File: config.mk
export PLATFORM = sky130hd
export DESIGN_NAME = pointer_event_synthesizer_core
export DESIGN_NICKNAME = d
export VERILOG_FILES = /design/src/hdl/pes_pkg.sv /design/src/hdl/pointer_event_synthesizer_core.sv /design/src/hdl/pes_front.sv /design/src/hdl/pes_queue.sv /design/src/hdl/pes_back.sv
export SDC_FILE = /design/constraint.sdc
export NUM_CORES = 1
export LEC_CHECK = 0
export ABC_AREA = 1
export CORE_UTILIZATION = 45
export DETAILED_ROUTE_END_ITERATION = 12
export DONT_BUFFER_PORTS = 1
export GPL_TIMING_DRIVEN = 0
export MAX_ROUTING_LAYER = met4
export SYNTH_ARGS = -nofsm -noshare
export SYNTH_HDL_FRONTEND = slang
export SYNTH_SLANG_ARGS = --single-unit
export TNS_END_PERCENT = 5
File: constraint.sdc
create_clock -name clk_i -period 10.9 [get_ports clk_i]
set_clock_uncertainty 0.2 [all_clocks]
set_input_delay 1.09 -clock clk_i [delete_from_list [all_inputs] [get_ports clk_i]]
set_output_delay 1.09 -clock clk_i [all_outputs]
set_load 0.005 [all_outputs]
File: src/hdl/pes_pkg.sv
// pes_pkg: types and constants shared by the pointer event synthesizer modules.
// No dependencies.
`timescale 1ns / 1ps

package pes_pkg;

  localparam int NUM_SOURCES = 4;
  localparam int NUM_BUTTONS = 3;
  localparam int CNT_W       = $clog2(NUM_SOURCES + 1);
  localparam int QUEUE_DEPTH = 4;
  localparam int QPTR_W      = $clog2(QUEUE_DEPTH);

  localparam logic [NUM_BUTTONS-1:0] BUTTON_MASK = 3'h7;

  // Operation codes of an input report
  localparam logic [1:0] OP_RELATIVE = 2'd0;
  localparam logic [1:0] OP_ABSOLUTE = 2'd1;
  localparam logic [1:0] OP_RELEASE  = 2'd2;

  // Configuration register indexes
  localparam logic [1:0] CFG_ENABLE = 2'd0;
  localparam logic [1:0] CFG_WIDTH  = 2'd1;
  localparam logic [1:0] CFG_HEIGHT = 2'd2;

  localparam logic [11:0] LIMIT_X_RST  = 12'd1023;
  localparam logic [11:0] LIMIT_Y_RST  = 12'd767;
  localparam logic [11:0] CURSOR_X_RST = 12'd512;
  localparam logic [11:0] CURSOR_Y_RST = 12'd384;

  // Event slots of one planned report, in emission order
  localparam int SLOT_MOVE   = 0;
  localparam int SLOT_BTN0   = 1;
  localparam int SLOT_WHEEL  = NUM_BUTTONS + 1;
  localparam int NUM_SLOTS   = NUM_BUTTONS + 2;

  typedef enum logic [1:0] {
    KIND_MOVE  = 2'd0,
    KIND_DOWN  = 2'd1,
    KIND_UP    = 2'd2,
    KIND_WHEEL = 2'd3
  } pes_kind_e;

  typedef struct packed {
    logic [1:0]         operation;
    logic [1:0]         source;
    logic signed [15:0] delta_x;
    logic signed [15:0] delta_y;
    logic [15:0]        pos_x;
    logic [15:0]        pos_y;
    logic [2:0]         button_bits;
    logic signed [15:0] wheel;
    logic               wheel_to_text;
    logic [7:0]         modifier_keys;
    logic [31:0]        timestamp;
  } pes_in_t;

  typedef struct packed {
    pes_kind_e          event_kind;
    logic [11:0]        cursor_x;
    logic [11:0]        cursor_y;
    logic signed [15:0] event_dx;
    logic signed [15:0] event_dy;
    logic [2:0]         held_buttons;
    logic [1:0]         button_index;
    logic [7:0]         event_modifiers;
    logic [31:0]        event_tick;
    logic               last;
  } pes_out_t;

  // One classified report waiting for expansion into events
  typedef struct packed {
    logic [NUM_SLOTS-1:0]   slots;
    logic [11:0]            cursor_x;
    logic [11:0]            cursor_y;
    logic signed [15:0]     dx;
    logic signed [15:0]     dy;
    logic signed [15:0]     wheel;
    logic [NUM_BUTTONS-1:0] held;
    logic [7:0]             mods;
    logic [31:0]            tick;
  } pes_plan_t;

endpackage

File: src/hdl/pointer_event_synthesizer_core.sv
// pointer_event_synthesizer_core: top level, front classifier, plan queue and
// event expander. Depends on pes_pkg, pes_front, pes_queue, pes_back.
`timescale 1ns / 1ps

// A report is taken whenever the queue is not full: the front updates cursor and
// button state at once and queues a plan of up to five events in a four-entry
// queue, so reports may arrive on every cycle while the queue has room. The back
// end sends one event per cycle while the output is not stalled, through a
// registered output; sustained throughput is set by the output channel. A plan is
// written into the queue and its first event then into the output register.
// Reports that yield no events (disabled, undefined operation, or no motion,
// button change or wheel) are taken and produce nothing.
module pointer_event_synthesizer_core (
  input  logic              clk_i,
  input  logic              rst_ni,
  input  logic              cfg_we_i,
  input  logic [1:0]        cfg_index_i,
  input  logic [12:0]       cfg_data_i,
  input  logic              in_valid_i,
  output logic              in_stall_o,
  input  pes_pkg::pes_in_t  in_data_i,
  output logic              out_valid_o,
  input  logic              out_stall_i,
  output pes_pkg::pes_out_t out_data_o
);
  import pes_pkg::*;

  pes_plan_t plan, head;
  logic      push, pop, full, empty;

  pes_front u_front (
    .clk_i       (clk_i),
    .rst_ni      (rst_ni),
    .cfg_we_i    (cfg_we_i),
    .cfg_index_i (cfg_index_i),
    .cfg_data_i  (cfg_data_i),
    .in_valid_i  (in_valid_i),
    .in_stall_o  (in_stall_o),
    .in_data_i   (in_data_i),
    .push_o      (push),
    .plan_o      (plan),
    .full_i      (full)
  );

  pes_queue u_queue (
    .clk_i       (clk_i),
    .rst_ni      (rst_ni),
    .push_i      (push),
    .push_data_i (plan),
    .full_o      (full),
    .pop_i       (pop),
    .head_o      (head),
    .empty_o     (empty)
  );

  pes_back u_back (
    .clk_i       (clk_i),
    .rst_ni      (rst_ni),
    .head_i      (head),
    .empty_i     (empty),
    .pop_o       (pop),
    .out_valid_o (out_valid_o),
    .out_stall_i (out_stall_i),
    .out_data_o  (out_data_o)
  );

endmodule

File: src/hdl/pes_front.sv
// pes_front: accepts reports, keeps cursor, button and config state, and builds
// an event plan per report. Depends on pes_pkg.
`timescale 1ns / 1ps

module pes_front (
  input  logic              clk_i,
  input  logic              rst_ni,
  input  logic              cfg_we_i,
  input  logic [1:0]        cfg_index_i,
  input  logic [12:0]       cfg_data_i,
  input  logic              in_valid_i,
  output logic              in_stall_o,
  input  pes_pkg::pes_in_t  in_data_i,
  output logic              push_o,
  output pes_pkg::pes_plan_t plan_o,
  input  logic              full_i
);
  import pes_pkg::*;

  logic                   enable_q;
  logic [11:0]            limit_x_q, limit_y_q;
  logic [11:0]            cursor_x_q, cursor_y_q;
  logic [11:0]            cursor_x_d, cursor_y_d;
  logic [CNT_W-1:0]       cnt_q [NUM_BUTTONS];
  logic [CNT_W-1:0]       cnt_d [NUM_BUTTONS];
  logic [NUM_BUTTONS-1:0] src_btn_q [NUM_SOURCES];

  logic                   accept, go, op_ok, src_ok, move, wheel_ev;
  logic [NUM_BUTTONS-1:0] old_btn, new_btn, held_before, held_after, changed;
  logic signed [17:0]     sum_x, sum_y;
  logic [11:0]            new_x, new_y;
  logic signed [15:0]     dx, dy;

  // Effective size is 1..4096; keep only the largest coordinate
  function automatic logic [11:0] size_limit(logic [12:0] s);
    logic [12:0] tmp;
    tmp = s - 13'd1;
    if (s == 13'd0) return 12'd0;
    else if (s > 13'd4096) return 12'd4095;
    else return tmp[11:0];
  endfunction

  function automatic logic [11:0] clamp_rel(logic signed [17:0] v, logic [11:0] lim);
    if (v < 18'sd0) return 12'd0;
    else if (v > $signed({6'd0, lim})) return lim;
    else return v[11:0];
  endfunction

  assign in_stall_o = full_i;
  assign accept     = in_valid_i && !full_i;
  assign op_ok      = (in_data_i.operation == OP_RELATIVE) ||
                      (in_data_i.operation == OP_ABSOLUTE) ||
                      (in_data_i.operation == OP_RELEASE);
  assign src_ok     = 32'(in_data_i.source) < NUM_SOURCES;
  assign go         = accept && enable_q && op_ok && src_ok;

  assign old_btn = src_btn_q[in_data_i.source];
  assign new_btn = (in_data_i.operation == OP_RELEASE) ? '0
                                                       : (in_data_i.button_bits & BUTTON_MASK);

  always_comb begin
    for (int b = 0; b < NUM_BUTTONS; b++) begin
      held_before[b] = cnt_q[b] != '0;
      cnt_d[b] = cnt_q[b];
      if (new_btn[b] && !old_btn[b]) cnt_d[b] = cnt_q[b] + CNT_W'(1);
      else if (!new_btn[b] && old_btn[b]) cnt_d[b] = cnt_q[b] - CNT_W'(1);
      held_after[b] = cnt_d[b] != '0;
    end
  end
  assign changed = held_before ^ held_after;

  assign sum_x = $signed({6'd0, cursor_x_q}) + 18'($signed(in_data_i.delta_x));
  assign sum_y = $signed({6'd0, cursor_y_q}) + 18'($signed(in_data_i.delta_y));

  always_comb begin
    move  = 1'b0;
    dx    = '0;
    dy    = '0;
    new_x = cursor_x_q;
    new_y = cursor_y_q;
    unique case (in_data_i.operation)
      OP_RELATIVE: begin
        move  = (in_data_i.delta_x != '0) || (in_data_i.delta_y != '0);
        dx    = in_data_i.delta_x;
        dy    = in_data_i.delta_y;
        new_x = clamp_rel(sum_x, limit_x_q);
        new_y = clamp_rel(sum_y, limit_y_q);
      end
      OP_ABSOLUTE: begin
        // motion is position minus cursor; the new cursor is the position, clamped to the limit
        move  = (in_data_i.pos_x != {4'd0, cursor_x_q}) ||
                (in_data_i.pos_y != {4'd0, cursor_y_q});
        dx    = $signed(in_data_i.pos_x - {4'd0, cursor_x_q});
        dy    = $signed(in_data_i.pos_y - {4'd0, cursor_y_q});
        new_x = (in_data_i.pos_x > {4'd0, limit_x_q}) ? limit_x_q : in_data_i.pos_x[11:0];
        new_y = (in_data_i.pos_y > {4'd0, limit_y_q}) ? limit_y_q : in_data_i.pos_y[11:0];
      end
      default: begin
      end
    endcase
  end

  assign cursor_x_d = move ? new_x : cursor_x_q;
  assign cursor_y_d = move ? new_y : cursor_y_q;
  assign wheel_ev   = (in_data_i.operation == OP_RELATIVE) && (in_data_i.wheel != '0) &&
                      !in_data_i.wheel_to_text;

  always_comb begin
    plan_o.slots                                 = '0;
    plan_o.slots[SLOT_MOVE]                      = move;
    plan_o.slots[SLOT_BTN0 +: NUM_BUTTONS]       = changed;
    plan_o.slots[SLOT_WHEEL]                     = wheel_ev;
    plan_o.cursor_x                              = cursor_x_d;
    plan_o.cursor_y                              = cursor_y_d;
    plan_o.dx                                    = dx;
    plan_o.dy                                    = dy;
    plan_o.wheel                                 = in_data_i.wheel;
    plan_o.held                                  = held_after;
    plan_o.mods                                  = in_data_i.modifier_keys;
    plan_o.tick                                  = in_data_i.timestamp;
  end

  assign push_o = go && (move || (changed != '0) || wheel_ev);

  always_ff @(posedge clk_i or negedge rst_ni) begin
    if (!rst_ni) begin
      enable_q   <= 1'b0;
      limit_x_q  <= LIMIT_X_RST;
      limit_y_q  <= LIMIT_Y_RST;
      cursor_x_q <= CURSOR_X_RST;
      cursor_y_q <= CURSOR_Y_RST;
      for (int b = 0; b < NUM_BUTTONS; b++) cnt_q[b] <= '0;
      for (int s = 0; s < NUM_SOURCES; s++) src_btn_q[s] <= '0;
    end else begin
      if (cfg_we_i) begin
        unique case (cfg_index_i)
          CFG_ENABLE: enable_q  <= cfg_data_i[0];
          CFG_WIDTH:  limit_x_q <= size_limit(cfg_data_i);
          CFG_HEIGHT: limit_y_q <= size_limit(cfg_data_i);
          default: begin
          end
        endcase
      end
      if (go) begin
        cursor_x_q                   <= cursor_x_d;
        cursor_y_q                   <= cursor_y_d;
        cnt_q                        <= cnt_d;
        src_btn_q[in_data_i.source] <= new_btn;
      end
    end
  end

endmodule

File: src/hdl/pes_queue.sv
// pes_queue: small FIFO of event plans between front and back.
// Depends on pes_pkg.
`timescale 1ns / 1ps

module pes_queue (
  input  logic               clk_i,
  input  logic               rst_ni,
  input  logic               push_i,
  input  pes_pkg::pes_plan_t push_data_i,
  output logic               full_o,
  input  logic               pop_i,
  output pes_pkg::pes_plan_t head_o,
  output logic               empty_o
);
  import pes_pkg::*;

  pes_plan_t         entry_q [QUEUE_DEPTH];
  logic [QPTR_W-1:0] wr_ptr_q, rd_ptr_q;
  logic [QPTR_W:0]   count_q;

  assign full_o  = count_q == (QPTR_W+1)'(QUEUE_DEPTH);
  assign empty_o = count_q == '0;
  assign head_o  = entry_q[rd_ptr_q];

  always_ff @(posedge clk_i) begin
    if (push_i) entry_q[wr_ptr_q] <= push_data_i;
  end

  always_ff @(posedge clk_i or negedge rst_ni) begin
    if (!rst_ni) begin
      wr_ptr_q <= '0;
      rd_ptr_q <= '0;
      count_q  <= '0;
    end else begin
      if (push_i) wr_ptr_q <= wr_ptr_q + QPTR_W'(1);
      if (pop_i)  rd_ptr_q <= rd_ptr_q + QPTR_W'(1);
      if (push_i && !pop_i)      count_q <= count_q + (QPTR_W+1)'(1);
      else if (!push_i && pop_i) count_q <= count_q - (QPTR_W+1)'(1);
    end
  end

endmodule

File: src/hdl/pes_back.sv
// pes_back: expands the plan at the queue head into events, one per cycle while
// the output is not stalled, into the output register. Depends on pes_pkg.
`timescale 1ns / 1ps

module pes_back (
  input  logic               clk_i,
  input  logic               rst_ni,
  input  pes_pkg::pes_plan_t head_i,
  input  logic               empty_i,
  output logic               pop_o,
  output logic               out_valid_o,
  input  logic               out_stall_i,
  output pes_pkg::pes_out_t  out_data_o
);
  import pes_pkg::*;

  logic [NUM_SLOTS-1:0] done_q;
  logic [NUM_SLOTS-1:0] pending, sel;
  logic                 out_valid_q, advance, fire;
  pes_out_t             out_q, ev;

  assign pending = head_i.slots & ~done_q;

  // lowest pending slot goes first: move, buttons in order, then wheel
  always_comb begin
    sel = '0;
    ev  = '0;
    ev.cursor_x        = head_i.cursor_x;
    ev.cursor_y        = head_i.cursor_y;
    ev.held_buttons    = head_i.held;
    ev.event_modifiers = head_i.mods;
    ev.event_tick      = head_i.tick;
    priority if (pending[SLOT_MOVE]) begin
      sel[SLOT_MOVE] = 1'b1;
      ev.event_kind  = KIND_MOVE;
      ev.event_dx    = head_i.dx;
      ev.event_dy    = head_i.dy;
    end else if (pending[SLOT_BTN0]) begin
      sel[SLOT_BTN0]  = 1'b1;
      ev.event_kind   = head_i.held[0] ? KIND_DOWN : KIND_UP;
      ev.button_index = 2'd0;
    end else if (pending[SLOT_BTN0+1]) begin
      sel[SLOT_BTN0+1] = 1'b1;
      ev.event_kind    = head_i.held[1] ? KIND_DOWN : KIND_UP;
      ev.button_index  = 2'd1;
    end else if (pending[SLOT_BTN0+2]) begin
      sel[SLOT_BTN0+2] = 1'b1;
      ev.event_kind    = head_i.held[2] ? KIND_DOWN : KIND_UP;
      ev.button_index  = 2'd2;
    end else begin
      sel[SLOT_WHEEL] = 1'b1;
      ev.event_kind   = KIND_WHEEL;
      ev.event_dy     = head_i.wheel;
    end
    ev.last = (pending & ~sel) == '0;
  end

  assign advance = !out_valid_q || !out_stall_i;
  assign fire    = advance && !empty_i;
  assign pop_o   = fire && ev.last;

  always_ff @(posedge clk_i) begin
    if (fire) out_q <= ev;
  end

  always_ff @(posedge clk_i or negedge rst_ni) begin
    if (!rst_ni) begin
      out_valid_q <= 1'b0;
      done_q      <= '0;
    end else begin
      if (advance) out_valid_q <= !empty_i;
      if (fire) begin
        if (ev.last) done_q <= '0;
        else         done_q <= done_q | sel;
      end
    end
  end

  assign out_valid_o = out_valid_q;
  assign out_data_o  = out_q;

endmodule

=== Word-level counts from Yosys, hierarchy flattened ===
Memories as Yosys holds them, arrays and structs flattened.
Index checks and enable logic that the tools add are counted.

* RAM bits: 480
* Memories: 1
* Word-level logic and storage cells: 178
* Bits in registers: 187

{| class="wikitable"
|+ Memory list
! memory !! words !! bits a word !! read ports !! clocked after memory_dff !! write ports !! line !! text
|-
| u_queue.entry_q || 4 || 120 || 1 || 0 || 1 || pes_queue.sv:17 || <nowiki>pes_plan_t entry_q [QUEUE_DEPTH];</nowiki>
|}

* Equal/unequal tests: 7
* Muxes and demuxes: 53
* Order comparisons: 9
* Reduce and logical (&&, ||, !) cells: 58
* Add/subtract/negate cells: 15
* Bitwise logic cells: 7

{| class="wikitable"
|+ Operators with widths
! operator !! number
|-
| $mux W12 || 10
|-
| $mux W16 || 4
|-
| $pmux W16 S2 || 2
|-
| $pmux W12 S2 || 2
|-
| $reduce_bool A16 Y1 || 3
|-
| $mux W3 || 13
|-
| $gt A18 B13 Y1 || 2
|-
| $lt A18 B1 Y1 const B || 2
|-
| $add A13 B16 Y17 || 2
|-
| $gt A16 B12 Y1 || 2
|-
| $ne A16 B12 Y1 || 2
|-
| $sub A16 B12 Y16 || 2
|-
| $reduce_bool A3 Y1 || 7
|-
| $logic_and A1 B1 Y1 || 17
|-
| $mux W2 || 8
|-
| $gt A13 B13 Y1 const B || 1
|-
| $logic_not A1 Y1 || 13
|-
| $logic_not A13 Y1 || 1
|-
| $add A3 B1 Y3 const B || 4
|-
| $bwmux W12 || 1
|-
| $sub A12 B1 Y12 const B || 1
|-
| $sub A3 B1 Y3 const B || 4
|-
| $and A5 B5 Y5 || 2
|-
| $not A5 Y5 || 2
|-
| other kinds (23) || 42
|}

=== Logic depth before layout (Yosys ltp) ===
* Word-level depth: 17
* Mapped depth: 26
* Gate-level depth less buffers: 26

=== Modules after synthesis ===
Synthesis repeated with hierarchy kept, for this count alone.

* Cell total of the unflattened synthesis: 3273
* Area, all modules: 33129.3 um^2

{| class="wikitable"
|+ Modules (own cells, without submodules)
! module !! times used !! cells an instance !! sequential area each (um^2) !! area an instance (um^2)
|-
| pes_queue || 1 || 1448 || 14589.0 || 19446.2
|-
| pes_front || 1 || 1567 || 1779.2 || 9694.3
|-
| pes_back || 1 || 258 || 3273.1 || 3988.8
|}

=== Worst setup path before layout ===
Ideal clock, no wire load.

* Path type: input to register
* From: input port in_data_i[63] (netlist name)
* To: memory u_queue.entry_q[0][0] (netlist name) (enable)
* Data required time: 10.100 ns
* Path buffers: 0
* Library setup time: 0.600 ns
* Slack: 2.777 ns
* Data arrival time: 7.323 ns
* Cell stages on the path: 14
* Path through: ha_1 nand2_1 inv_1 nand3_1 nor2_1 nand4_1 nand2_1 nand2_2 clkinv_1 nand2_1 nor2_1 nand2_2 nand2_4 nor2_1

* Word-level cells in the longest chain between the ends: 8

{| class="wikitable"
|+ Ends and longest elaborated chain
! element !! line !! text
|-
| from (decl) || pointer_event_synthesizer_core.sv:21 || <nowiki>input pes_pkg::pes_in_t in_data_i,</nowiki>
|-
| $ne A16 B12 Y1 || pes_front.sv:92 || <nowiki>(in_data_i.pos_y != {4'd0, cursor_y_q});</nowiki>
|-
| $logic_or A1 B1 Y1 || pes_front.sv:91 || <nowiki>move = (in_data_i.pos_x != {4'd0, cursor_x_q}) ||</nowiki>
|-
| $pmux W1 S2 || pes_front.sv:81 || <nowiki>unique case (in_data_i.operation)</nowiki>
|-
| $logic_or A1 B1 Y1 (2 in a row) || pes_front.sv:123 || <nowiki>assign push_o = go && (move || (changed != '0) || wheel_ev);</nowiki>
|-
| $logic_and A1 B1 Y1 || pes_front.sv:123 ||
|-
| $mux W1 || pes_queue.sv:26 || <nowiki>if (push_i) entry_q[wr_ptr_q] <= push_data_i;</nowiki>
|-
| $mux W1 (not written as such) || pes_queue.sv:26 ||
|-
| to (decl) || pes_queue.sv:17 ||
|}

Every way passes these cells.

=== Final worst setup path ===
* From: input port in_data_i[127] (netlist name)
* To: memory u_queue.entry_q[0][108] (netlist name) (enable)

* Word-level cells in the longest chain between the ends: 14
* Elaborated cells between the ends (all ways): 35
* Classes of those cells: 2 x eq/ne; 10 x mux; 1 x bitwise; 22 x reduce/logical

{| class="wikitable"
|+ Ends and longest elaborated chain
! element !! line !! text
|-
| $eq A2 B2 Y1 || pes_front.sv:53, pes_front.sv:58 ||
|-
| $mux W3 || pes_front.sv:58 || <nowiki>assign new_btn = (in_data_i.operation == OP_RELEASE) ? '0</nowiki>
|-
| $logic_not A1 Y1 || pes_front.sv:66 || <nowiki>else if (!new_btn[b] && old_btn[b]) cnt_d[b] = cnt_q[b] - CNT_W'(1);</nowiki>
|-
| $logic_and A1 B1 Y1 || pes_front.sv:66 ||
|-
| $mux W3 || pes_front.sv:66 ||
|-
| $mux W3 || pes_front.sv:65 || <nowiki>if (new_btn[b] && !old_btn[b]) cnt_d[b] = cnt_q[b] + CNT_W'(1);</nowiki>
|-
| $reduce_bool A3 Y1 || pes_front.sv:67 || <nowiki>held_after[b] = cnt_d[b] != '0;</nowiki>
|-
| $xor A3 B3 Y3 || pes_front.sv:70 || <nowiki>assign changed = held_before ^ held_after;</nowiki>
|-
| $reduce_bool A3 Y1 || pes_front.sv:123 ||
|-
| $logic_or A1 B1 Y1 (2 in a row) || pes_front.sv:123 ||
|-
| $logic_and A1 B1 Y1 * || pes_front.sv:123 ||
|-
| $mux W1 * || pes_queue.sv:26 ||
|-
| $mux W1 (not written as such) * || pes_queue.sv:26 ||
|}

Every way passes the cells marked *; elsewhere a longest branch is shown, timed or not.

==> flow_summary.toml <==
[power_and_ir_drop]
powerDensity_nw_per_um2 = 271
p_seq_share_pct = 39.3
power_mw = 9.50
comb_power_share_pct = 36.4
leakage_nw = 13.4
p_int_mw = 5.83
vdd_ir_drop_max_uv = 145
power_switching_mw = 3.67
clock_power_share_pct = 24.3
sw_frac_of_total_pct = 38.6

[clock_tree]
postCtsResizedCells = 0
cts_tree = "done"
ctsLongestPathBuffers = 3
cts_sinks = 667
ctsRootBufferMaster = "clkbuf_16"
numCtsBuffers = 72
post-cts-setup-buffers = 0
insertion_delay_ns = 0.62
h-tree-depth = 3
holdBufCountCts = 1
path_clk_slew_ns = 0.06

[synthesis]
netlist.area_leader.share_pct = 56.2
syn_area_um2 = 31200
syn_area_per_cell_um2 = 10.5
async_flop_share_pct = 12.4
ys_seq_area_share_pct = 63.0
yosys_warnings = 0
synthCells = 2983
syn-num-nets = 3248
synth.top_cells.by_area = "edfxtp_1 56%, nand2_1 6.1%, o21ai_0 5.6%"
synth_top_cell_by_area = "edfxtp_1"
synthFlopType = "edfxtp_1"
synth_edf_count = 584
ys_ff_latch = 667
yosys.cell_types.count = 51

[floorplanning]
rows = 96
ioPinCount = 254
die-area_um2 = 70400
core-area_um2 = 68600
start_util_pct = 45.5
dieHeight_um = 265
dieWidth_um = 265

[setup_path]
required_ns = 11.01
start_kind = "input pin"
cp-end-kind = "flip-flop"
path_class = "in -> reg"
crit_arrival_ns = 5.24
crit_fanout = 25

[timing]
relSlewSlack_pct = 26.0
max_freq_mhz = 195
hold_violations = 0
min_period_ns = 5.13
fin_ws_ns = 5.77
slew_viol_final = 0
worstMarginPinSlew_ns = 1.11
rsz0062_at_grt = "false"
worst_hold_slack_ns = 0.148
finalCritPeriodShare_pct = 47.1
setup_violations = 0

[placed_design]
place_ws_ns = 5.07
portBuffers = 0
dp_hpwl_um = 66200
placed_area_um2 = 32800
place_congestion = 0.989
placed_cells = 3932

[finish]
fin_cells = 4062
nFillCells = 6056
nNetsFinal = 3341
syn2layout_area_growth_pct = 12.4
fin_area_um2 = 35000
final_layout_size_suffix_gt1_share_pct = 6.33

[grt]
grt_usage_pct = 26.6
grt_start_max_net_pins = 71
grt_overflow = 0
antenna_found_initial = 2
grt_pass1_wl_um = 135000
grt_pass1_vias = 21849

[route]
via_per_inst = 5.55
ant_nets = 0
vias = 22559
drc = 0
wl_per_cell_um = 22.4
drt_wl_total_um = 91200
drtPass1Iterations = 8
drt-initial-drc-count = 2102

[hold_path]
hp-class = "in -> async"

[job]
cap_violations = 0

[outcome]
status = "finished clean"
-- worst max-delay path: stages --
cell and delay, ns:
nor2_1 0.80, clkinv_1 0.71, nor2_1 0.42, o31ai_1 0.24
nand2_1 0.12, nor2_1 0.07, nand2_2 0.10, nand2_4 0.11
nor2_4 0.62, buf_12 0.30, buf_12 0.23, buf_16 0.19
buf_16 0.17
-- sequential cells by signal, summed over array words and instances, names as in the netlist --
name                flops
u_back.done_q           5
u_back.out_data_o     104
u_back.out_valid_o      1
u_front.cnt_q           9
u_front.cursor_x_q     12
u_front.cursor_y_q     12
u_front.enable_q        1
u_front.limit_x_q      12
u_front.limit_y_q      12
u_front.src_btn_q      12
u_queue.count_q         3
u_queue.entry_q       480
u_queue.rd_ptr_q        2
u_queue.wr_ptr_q        2
-- placed cells by master (no fill, tap or decap), types with 101 or more instances in the layout --
| master | count |
|---|---|
| ha_1 | 112 |
| nor2_1 | 401 |
| a21oi_1 | 127 |
| o22ai_1 | 107 |
| edfxtp_1 | 584 |
| o21ai_0 | 351 |
| inv_1 | 240 |
| nand2_1 | 510 |
| clkbuf_1 | 101 |
| nand3_1 | 154 |
-- cells by family after synthesis --
logic type,count (synthesis),synth area share (%)
xor+xnor,40,1.12
compound gates,645,11.4
simple gates,1143,15.1
fa+ha+maj,117,4.81
buf+inv,370,4.55
mux,1,0.0361
flops,667,63.0
-- layout make-up --
class,count,area [um2],area share (%)
antenna,1,2.50,0.00714
buffer,120,482,1.37
clock buffer,87,1900,5.42
clock inverter,41,342,0.975
inverter,250,941,2.69
multi-input combinational,1946,10200,29.0
sequential,667,19600,56.1
tap,931,1160,3.32
timing repair buffer,19,410,1.17
-- routing by layer --
layer  track usage, %  up-vias  part of all wire, %
met5                -        -                    0
met2             42.2      813                   47
met3             6.82      152                  8.7
met4             8.65        0                  2.8
li1                 -    10642                    -
met1             33.2    10952                   41
-- power groups by stage --
stage	sequential, mW	combinational [mW]	clock [mW]
floorplan	3.69	2.32	0
finish	3.73	3.46	2.31
global route	3.77	3.86	2.46
detailed placement	3.78	3.44	0
CTS	3.73	3.46	2.36
global placement	3.84	3.33	0
-- synth_stat cells (16+ instances only) --
cell and n:
dfstp_2 22, xor2_1 26, clkbuf_1 88, nor2_1 405
ha_1 112, buf_2 16, a21oi_1 127, nand2_1 510
a32o_1 18, inv_1 241, o22ai_1 107, edfxtp_1 584
dfrtp_1 61, nand3_1 154, o21ai_0 351
-- through the flow --
step / setup TNS, ns / utilization, %
floorplan: 0 / -
global placement: -1332.02 / 47.2
detailed placement: 0 / 47.8
CTS: 0 / 51.1
global route: 0 / 51.1
finish: 0 / 51.1
-- path summary, 6_finish.rpt --
check / endpoint / slack (ns) / startpoint / cells after the start
min in group clk_i: u_front.limit_y_q[10] / 0.28 / u_front.limit_y_q[10] / 2
max reg2reg: u_queue.entry_q[3][109] / 6.08 / u_front.cursor_x_q[2] / 20
max in group asynchronous: u_front.cursor_y_q[10] / 9.96 / rst_ni / 1
min: u_front.limit_x_q[1] / 0.15 / rst_ni / 0
min reg2reg: u_front.limit_y_q[10] / 0.28 / u_front.limit_y_q[10] / 2
max: u_queue.entry_q[0][108] / 5.77 / in_data_i[127] / 13
Note: power is estimated with default switching activity, not from simulation.
